$ cat src/sv/rms_pkg.sv
`timescale 1ns / 1ps

package rms_pkg;

    localparam int SAMPLE_W = 16;
    localparam int CNT_W    = 17;
    localparam int SUM_W    = 33;
    localparam int SQ_W     = 47;
    localparam int MEAN_W   = 24;
    localparam int SD_W     = 24;

    localparam logic [CNT_W-1:0] MAX_SAMPLES = CNT_W'(65536);

    // report datapath widths
    localparam int PROD_W   = 64;
    localparam int LO_W     = 24;
    localparam int HI_W     = SQ_W - LO_W;
    localparam int DIFF_W   = 62;
    localparam int FRAC_W   = 16;
    localparam int DVD_W    = DIFF_W + FRAC_W;
    localparam int DVS_W    = 32;
    localparam int MAG_W    = SUM_W - 1;

    // microcode
    localparam int PC_W     = 4;
    localparam int ITC_W    = 7;
    localparam logic [PC_W-1:0]  PC_LAST    = PC_W'(11);
    localparam logic [ITC_W-1:0] DIV_LAST   = ITC_W'(DVD_W - 1);
    localparam logic [ITC_W-1:0] SQRT_LAST  = ITC_W'(PROD_W / 2 - 1);

    typedef enum logic [1:0] {
        REQ_ADD    = 2'd0,
        REQ_REPORT = 2'd1,
        REQ_CLEAR  = 2'd2
    } t_req;

    typedef enum logic [3:0] {
        OP_NOP,
        OP_MUL_LO,
        OP_MUL_HI,
        OP_ADD_HI,
        OP_SQ,
        OP_DVS_M,
        OP_SUB,
        OP_DIV_STEP,
        OP_SQRT_INIT,
        OP_SQRT_STEP,
        OP_MEAN_INIT,
        OP_FIN
    } t_op;

    typedef enum logic [1:0] {
        JC_NEXT,
        JC_LOOP,
        JC_END
    } t_jc;

    typedef struct packed {
        t_op              op;
        t_jc              jc;
        logic             cnt_ld;
        logic [ITC_W-1:0] cnt_val;
    } t_uword;

    typedef struct packed {
        t_op  op;
        logic add;
        logic clr;
    } t_ctl;

endpackage

$ cat src/sv/rms_ucode.sv
`timescale 1ns / 1ps

module rms_ucode import rms_pkg::*; (
    input  logic [PC_W-1:0] i_pc,
    output t_uword          o_uw
);

    localparam logic [PC_W-1:0] STEP_MUL_LO    = PC_W'(0);
    localparam logic [PC_W-1:0] STEP_MUL_HI    = PC_W'(1);
    localparam logic [PC_W-1:0] STEP_ADD_HI    = PC_W'(2);
    localparam logic [PC_W-1:0] STEP_SQ        = PC_W'(3);
    localparam logic [PC_W-1:0] STEP_DVS_M     = PC_W'(4);
    localparam logic [PC_W-1:0] STEP_SUB       = PC_W'(5);
    localparam logic [PC_W-1:0] STEP_VAR_DIV   = PC_W'(6);
    localparam logic [PC_W-1:0] STEP_SQRT_INIT = PC_W'(7);
    localparam logic [PC_W-1:0] STEP_SQRT      = PC_W'(8);
    localparam logic [PC_W-1:0] STEP_MEAN_INIT = PC_W'(9);
    localparam logic [PC_W-1:0] STEP_MEAN_DIV  = PC_W'(10);
    localparam logic [PC_W-1:0] STEP_FIN       = PC_W'(11);

    always_comb begin
        o_uw.op      = OP_NOP;
        o_uw.jc      = JC_END;
        o_uw.cnt_ld  = 1'b0;
        o_uw.cnt_val = '0;
        case (i_pc)
            STEP_MUL_LO: begin
                o_uw.op = OP_MUL_LO;
                o_uw.jc = JC_NEXT;
            end
            STEP_MUL_HI: begin
                o_uw.op = OP_MUL_HI;
                o_uw.jc = JC_NEXT;
            end
            STEP_ADD_HI: begin
                o_uw.op = OP_ADD_HI;
                o_uw.jc = JC_NEXT;
            end
            STEP_SQ: begin
                o_uw.op = OP_SQ;
                o_uw.jc = JC_NEXT;
            end
            STEP_DVS_M: begin
                o_uw.op = OP_DVS_M;
                o_uw.jc = JC_NEXT;
            end
            STEP_SUB: begin
                o_uw.op      = OP_SUB;
                o_uw.jc      = JC_NEXT;
                o_uw.cnt_ld  = 1'b1;
                o_uw.cnt_val = DIV_LAST;
            end
            STEP_VAR_DIV: begin
                o_uw.op = OP_DIV_STEP;
                o_uw.jc = JC_LOOP;
            end
            STEP_SQRT_INIT: begin
                o_uw.op      = OP_SQRT_INIT;
                o_uw.jc      = JC_NEXT;
                o_uw.cnt_ld  = 1'b1;
                o_uw.cnt_val = SQRT_LAST;
            end
            STEP_SQRT: begin
                o_uw.op = OP_SQRT_STEP;
                o_uw.jc = JC_LOOP;
            end
            STEP_MEAN_INIT: begin
                o_uw.op      = OP_MEAN_INIT;
                o_uw.jc      = JC_NEXT;
                o_uw.cnt_ld  = 1'b1;
                o_uw.cnt_val = DIV_LAST;
            end
            STEP_MEAN_DIV: begin
                o_uw.op = OP_DIV_STEP;
                o_uw.jc = JC_LOOP;
            end
            STEP_FIN: begin
                o_uw.op = OP_FIN;
                o_uw.jc = JC_END;
            end
            default: begin
                o_uw.op = OP_NOP;
                o_uw.jc = JC_END;
            end
        endcase
    end

endmodule

$ cat src/sv/rms_seq.sv
`timescale 1ns / 1ps

module rms_seq import rms_pkg::*; (
    input  logic       i_clk,
    input  logic       i_rst_n,
    input  logic       i_start,
    input  logic [1:0] i_req_type,
    output logic       o_busy,
    output t_ctl       o_ctl
);

    typedef enum logic [1:0] {
        ST_IDLE = 2'b01,
        ST_RUN  = 2'b10
    } t_state;

    t_state           r_state, n_state;
    logic [PC_W-1:0]  r_pc, n_pc;
    logic [ITC_W-1:0] r_cnt, n_cnt;
    t_uword           w_uw;

    rms_ucode u_ucode (
        .i_pc (r_pc),
        .o_uw (w_uw)
    );

    always_comb begin
        n_state   = r_state;
        n_pc      = r_pc;
        n_cnt     = r_cnt;
        o_ctl.op  = OP_NOP;
        o_ctl.add = 1'b0;
        o_ctl.clr = 1'b0;
        case (r_state)
            ST_IDLE: begin
                if (i_start) begin
                    case (t_req'(i_req_type))
                        REQ_ADD:   o_ctl.add = 1'b1;
                        REQ_CLEAR: o_ctl.clr = 1'b1;
                        REQ_REPORT: begin
                            n_state = ST_RUN;
                            n_pc    = '0;
                        end
                        default: ;
                    endcase
                end
            end
            ST_RUN: begin
                o_ctl.op = w_uw.op;
                if (w_uw.cnt_ld) begin
                    n_cnt = w_uw.cnt_val;
                end
                case (w_uw.jc)
                    JC_NEXT: n_pc = r_pc + PC_W'(1);
                    JC_LOOP: begin
                        // stay on this step until the iteration count runs out
                        if (r_cnt != '0) begin
                            n_cnt = r_cnt - ITC_W'(1);
                        end else begin
                            n_pc = r_pc + PC_W'(1);
                        end
                    end
                    JC_END: begin
                        n_state = ST_IDLE;
                        n_pc    = '0;
                    end
                    default: begin
                        n_state = ST_IDLE;
                        n_pc    = '0;
                    end
                endcase
            end
            default: begin
                n_state = ST_IDLE;
                n_pc    = '0;
            end
        endcase
    end

    always_ff @(posedge i_clk) begin
        if (!i_rst_n) begin
            r_state <= ST_IDLE;
            r_pc    <= '0;
            r_cnt   <= '0;
        end else begin
            r_state <= n_state;
            r_pc    <= n_pc;
            r_cnt   <= n_cnt;
        end
    end

    assign o_busy = (r_state == ST_RUN);

    a_report_goes_busy: assert property (@(posedge i_clk) disable iff (!i_rst_n)
        (i_start && !o_busy && i_req_type == REQ_REPORT) |=> o_busy)
        else $error("report request did not start the program");

    a_pc_in_program: assert property (@(posedge i_clk) disable iff (!i_rst_n)
        o_busy |-> (r_pc <= PC_LAST))
        else $error("step counter left the program");

    a_no_accum_when_busy: assert property (@(posedge i_clk) disable iff (!i_rst_n)
        o_busy |-> !(o_ctl.add || o_ctl.clr))
        else $error("accumulator request issued while busy");

endmodule

$ cat config.mk
export PLATFORM = sky130hd
export DESIGN_NAME = rms_seq
export DESIGN_NICKNAME = d
export VERILOG_FILES = /design/src/sv/rms_pkg.sv /design/src/sv/rms_ucode.sv /design/src/sv/rms_seq.sv
export SDC_FILE = /design/constraint.sdc
export NUM_CORES = 1
export LEC_CHECK = 0
export BUFFER_PORTS_ARGS = -buffer_cell sky130_fd_sc_hd__buf_2
export CORE_MARGIN = 3
export CORE_UTILIZATION = 45
export CTS_CLUSTER_DIAMETER = 120
export CTS_CLUSTER_SIZE = 14
export DETAILED_ROUTE_END_ITERATION = 12
export GPL_TIMING_DRIVEN = 0
export PLACE_DENSITY = 0.61
export SKIP_LAST_GASP = 1
export SYNTH_ARGS = -nofsm -noshare
export SYNTH_HDL_FRONTEND = slang
export SYNTH_SLANG_ARGS = --single-unit
$ cat constraint.sdc
create_clock -name i_clk -period 2.2 [get_ports i_clk]
set_input_delay 0.22 -clock i_clk [delete_from_list [all_inputs] [get_ports i_clk]]
set_output_delay 0.22 -clock i_clk [all_outputs]
set_load 0.01 [all_outputs]
* After elaboration in Yosys (flattened, before gate mapping) *
Index checks and enable logic that the tools add are counted.

word-level totals
  flip-flop bits (word level) = 13
  latch bits = 0
  memories = 0
  bits in writable memories = 0
  word-level logic and storage cells = 53
  memory bits (read-only) = 0
  output and inout bits = 7
  bits of input ports = 5

cells by class
  divide/modulo/power cells = 0
  multiply operators = 0
  $lt $le $gt $ge = 0
  eq/ne operators = 20
  $add $sub $neg = 2
  shift operators = 0
  muxes and demuxes = 19
  bitwise logic cells = 0
  reductions and logical operators = 9

operator list
  operator               count
  $pmux W6 S11           1
  $mux W7                3
  $eq A4 B3 Y1 const B   4
  $eq A4 B4 Y1 const B   4
  $mux W4                4
  $pmux W4 S2            2
  $pmux W8 S2            1
  $mux W2                5
  $eq A4 B2 Y1 const B   2
  $reduce_bool A7 Y1     1
  $sub A7 B1 Y7 const B  1
  $eq A2 B1 Y1 const B   3
  $reduce_and A3 Y1      2
  $reduce_or A2 Y1       3
  $add A4 B1 Y4 const B  1
  $eq A2 B2 Y1 const B   2
  $eq A4 B1 Y1 const B   1
  $logic_not A2 Y1       2
  $logic_not A4 Y1       1
  $ne A2 B2 Y1 const B   2
  $pmux W2 S2            1
  $ne A3 B3 Y1 const B   1
  $mux W1                2
  $ne A2 B1 Y1 const B   1

* Depth between registers and ports, before layout *
  depth in word-level cells = 7
  mapped depth = 6

* Cells and area by module *
From an unflattened synthesis, not the netlist that was laid out.

second synthesis, totals
  cell total of the unflattened synthesis = 136
  area, all modules = 1094.8 µm²

by module, submodules not included
  module     instances  cells an instance  sequential area each (µm²)  area an instance (µm²)
  rms_seq    1          106                260.2                       888.4
  rms_ucode  1          30                 0.0                         206.4

* Worst setup path before layout *
No wires, ideal clock.

  kind = register to register
  start = register r_pc[0]
  end = register r_cnt[2]
  path slack = 0.535 ns
  period minus slack after synthesis = 1.665 ns
  arrival time = 1.547 ns
  path buffers = 0
  stages on the path, launching flop included = 7
  cells stage by stage = dfxtp_1 inv_1 ha_1 nor2_1 o32a_4 or3_1 o2111a_1

on the way
  cells in the longest elaborated chain, start to end = 6
  elaborated cells on any way between the ends = 20

ends and longest elaborated chain
  what                                                 line             source
  start, declared                                      rms_seq.sv:18    logic [PC_W-1:0] r_pc, n_pc;
  start signal, assigned                               rms_seq.sv:87    r_pc <= n_pc;
  $eq A4 B3 Y1 / $eq A4 B4 Y1 (equally long branches)  rms_ucode.sv:26  case (i_pc)
  $reduce_or A2 Y1 (no line)                           -
  $pmux W8 S2                                          rms_ucode.sv:26
  $mux W7                                              rms_seq.sv:50    if (w_uw.cnt_ld) begin
  $mux W7                                              rms_seq.sv:57    if (r_cnt != '0) begin
  $mux W7 *                                            rms_seq.sv:53    case (w_uw.jc)
  end signal, assigned                                 rms_seq.sv:88    r_cnt <= n_cnt;
  end, declared                                        rms_seq.sv:19    logic [ITC_W-1:0] r_cnt, n_cnt;

Every way passes the cells marked *; elsewhere a longest branch is shown, timed or not.
A chain may end at the register's enable or synchronous reset.

==> metrics.yaml <==
cts:
  cts_buffer_depth: 2
  cts_made_buffers: 3
  ctsResizeCount: 0
  cts_max_level: 1
  cts_tree: "done"
  clock_latency_ns: 0.27
  clkTransAtPathRegs_ns: 0.09
  hold_buffers: 0
  clock-root-buffer: "clkbuf_4"
  cts_setup_buffers: 0
  clkSinkCount: 13
synth:
  synth_top_cells_by_count: "dfxtp_1, inv_1, nand2_1, nor2_1, nor3_1"
  synth_edf_count: 0
  synth_top_area_cell: "dfxtp_1"
  netlist_instances: 135
  synth_most_common_cell: "dfxtp_1"
  netlist.area_leader.share_pct: 24.4
  syn_area_um2: 1070
  syn-num-nets: 145
  synth-seq-cells: 13
  synth_ff_type: "dfxtp_1"
  ys_seq_area_share_pct: 24.4
  synth_cell_types: 47
  syn_avg_cell_area_um2: 7.92
  ys_async_sr_fraction_pct: 0
  yosysWarningCount: 0
  netlist_top_cells_area: "dfxtp_1, ha_1, inv_1"
run:
  timing.max_cap.violations: 0
grt:
  grt_max_degree: 11
  grt_pass1_wl_um: 4280
  first_global_vias: 965
  grt_remaining_overflow: 0
  gr-usage-all-layers_pct: 19.8
  grt_antenna_before_repair: 0
power_and_ir_drop:
  ir_drop_mv: 0.307
  powerDensity_nw_per_um2: 352
  p_leak_nw: 0.467
floorplanning:
  die_w_um: 54.7
  die-area_um2: 3000
  rows: 17
  die_h_um: 54.7
  coreArea_um2: 2230
  io_pins: 12
  initial_core_util_pct: 47.8
sta:
  relSlewSlack_pct: 63.1
  clock_skew_ns: 0.00255
  fmax_mhz: 486
  drv_slew: 0
  rsz0062_at_grt: "false"
  finalSetupViolations: 0
  fin_crit_sh_pct: 93.5
  fin_ws_ns: 0.143
  finalHoldViolations: 0
  tightestPinTransition_ns: 0.549
  hold_ws_ns: 0.236
  layout_min_cycle_time_ns: 2.06
  setup_tns_ns: 0
drt:
  detail-route-antenna-nets: 0
  drtIter0Drc: 21
  routedWlPerCell_um: 14.6
  wl_um: 2590
  drtPass1Iterations: 4
  dr_total_vias: 1054
  drc: 0
  avgViaCountPerCell: 5.92
placement:
  place_congestion: 0.804
  dpl.cell_count: 174
  dpl.hpwl_um: 1990
  portBuffers: 11
  pre_cts_slack_ns: 0.327
finish:
  fin_nets: 161
  n_fill_cell: 228
  drive_gt1_share_pct: 16.7
  stdcell_count: 178
  diodes: 0
  area_delta_synth_final_pct: 10.9
worst_setup_path:
  crit_type: "register to output port"
  critPathLaunchType: "register"
  end_kind: "output port"
  worstPathArrival_ns: 1.84
  critPathRequiredTime_ns: 1.98
  path_max_fanout: 10
min_path:
  hold_class: "primary input to register"
outcome:
  status: "completed"
[final cells by class]
class | count | area, µm² | area share (%)
Sequential cell | 13 | 260 | 22.0
Inverter | 12 | 45.0 | 3.80
Multi-Input combinational cell | 103 | 731 | 61.7
Buffer | 7 | 32.5 | 2.75
Timing Repair Buffer | 11 | 55.1 | 4.65
Clock buffer | 4 | 26.3 | 2.22
Tap cell | 28 | 35.0 | 2.96
[critical path, cell delays in order, from the launching register on]
cell	delay (ns)
dfxtp_1	0.36
ha_1	0.31
buf_4	0.20
o31ai_1	0.29
nor2_1	0.07
a21oi_1	0.13
nor2_1	0.05
buf_2	0.15
[worst paths after layout]
path,slack (ns),startpoint,cells past startpoint,end
setup reg to reg,0.26,r_pc[0]$_SDFFE_PN0P_,6,r_cnt[4]$_SDFFE_PN0P_
hold / removal,0.24,i_rst_n,3,r_cnt[4]$_SDFFE_PN0P_
setup / recovery,0.14,r_pc[0]$_SDFFE_PN0P_,7,o_ctl[5]
hold reg to reg,0.54,r_pc[1]$_SDFFE_PN0P_,2,r_pc[1]$_SDFFE_PN0P_
[flip-flops by register name, summed over array words and instances (netlist names)]
signal   flops
r_pc         4
r_state      2
r_cnt        7
[report_power, final]
| part | switching (mW) | internal (mW) | leakage [nW] |
|---|---|---|---|
| clock | 0.0846 | 0.0701 | 0.0150 |
| combinational | 0.0154 | 0.00941 | 0.347 |
| sequential | 0.000694 | 0.236 | 0.105 |
| total | 0.101 | 0.316 | 0.467 |
[per-stage QoR]
step           total power, mW  instance area, µm²  util [%]
5_1_grt                  0.438                1180      53.1
4_1_cts                  0.422                1180      53.1
3_3_place_gp             0.266                1160      51.9
2_1_floorplan            0.256                1070         -
6_report                 0.417                1180      53.1
3_5_place_dp             0.267                1160      51.9
[cells by family after synthesis]
kind of cell	count (synthesis)	share of synthesized area (%)
AND/OR/NAND/NOR	55	28.9
AO/OA/AOI/OAI	40	30.8
buffers and inverters	19	7.26
flip-flops	13	24.4
adder cells (fa/ha/maj)	5	5.85
multiplexers	3	2.81
[cell usage in the layout (no fill, tap or decap), drive strengths merged, types with 2 or more instances in the layout]
cell type   n
clkbuf      7
o21a        3
nand4       4
a221oi      2
mux2i       3
o21ai       6
nor3        7
nor2       10
a21oi       7
nand2      11
a31oi       2
nand3       5
o221ai      2
a211oi      3
dfxtp      13
nor4        4
buf        15
ha          5
o22ai       2
nor2b       2
inv        12
o41ai       2
nand2b      4
and2        2
[routing by layer]
layer	vias to the layer above	share of wire (%)	wire [µm]	GRT usage, %
met3	4	4.7	123	3.81
met2	20	49	1280	32.1
met1	490	45	1170	26.3
li1	540	-	-	-
met4	0	1.1	28	5.39
met5	-	0	0	0
Power figures use the tool's default switching activity.
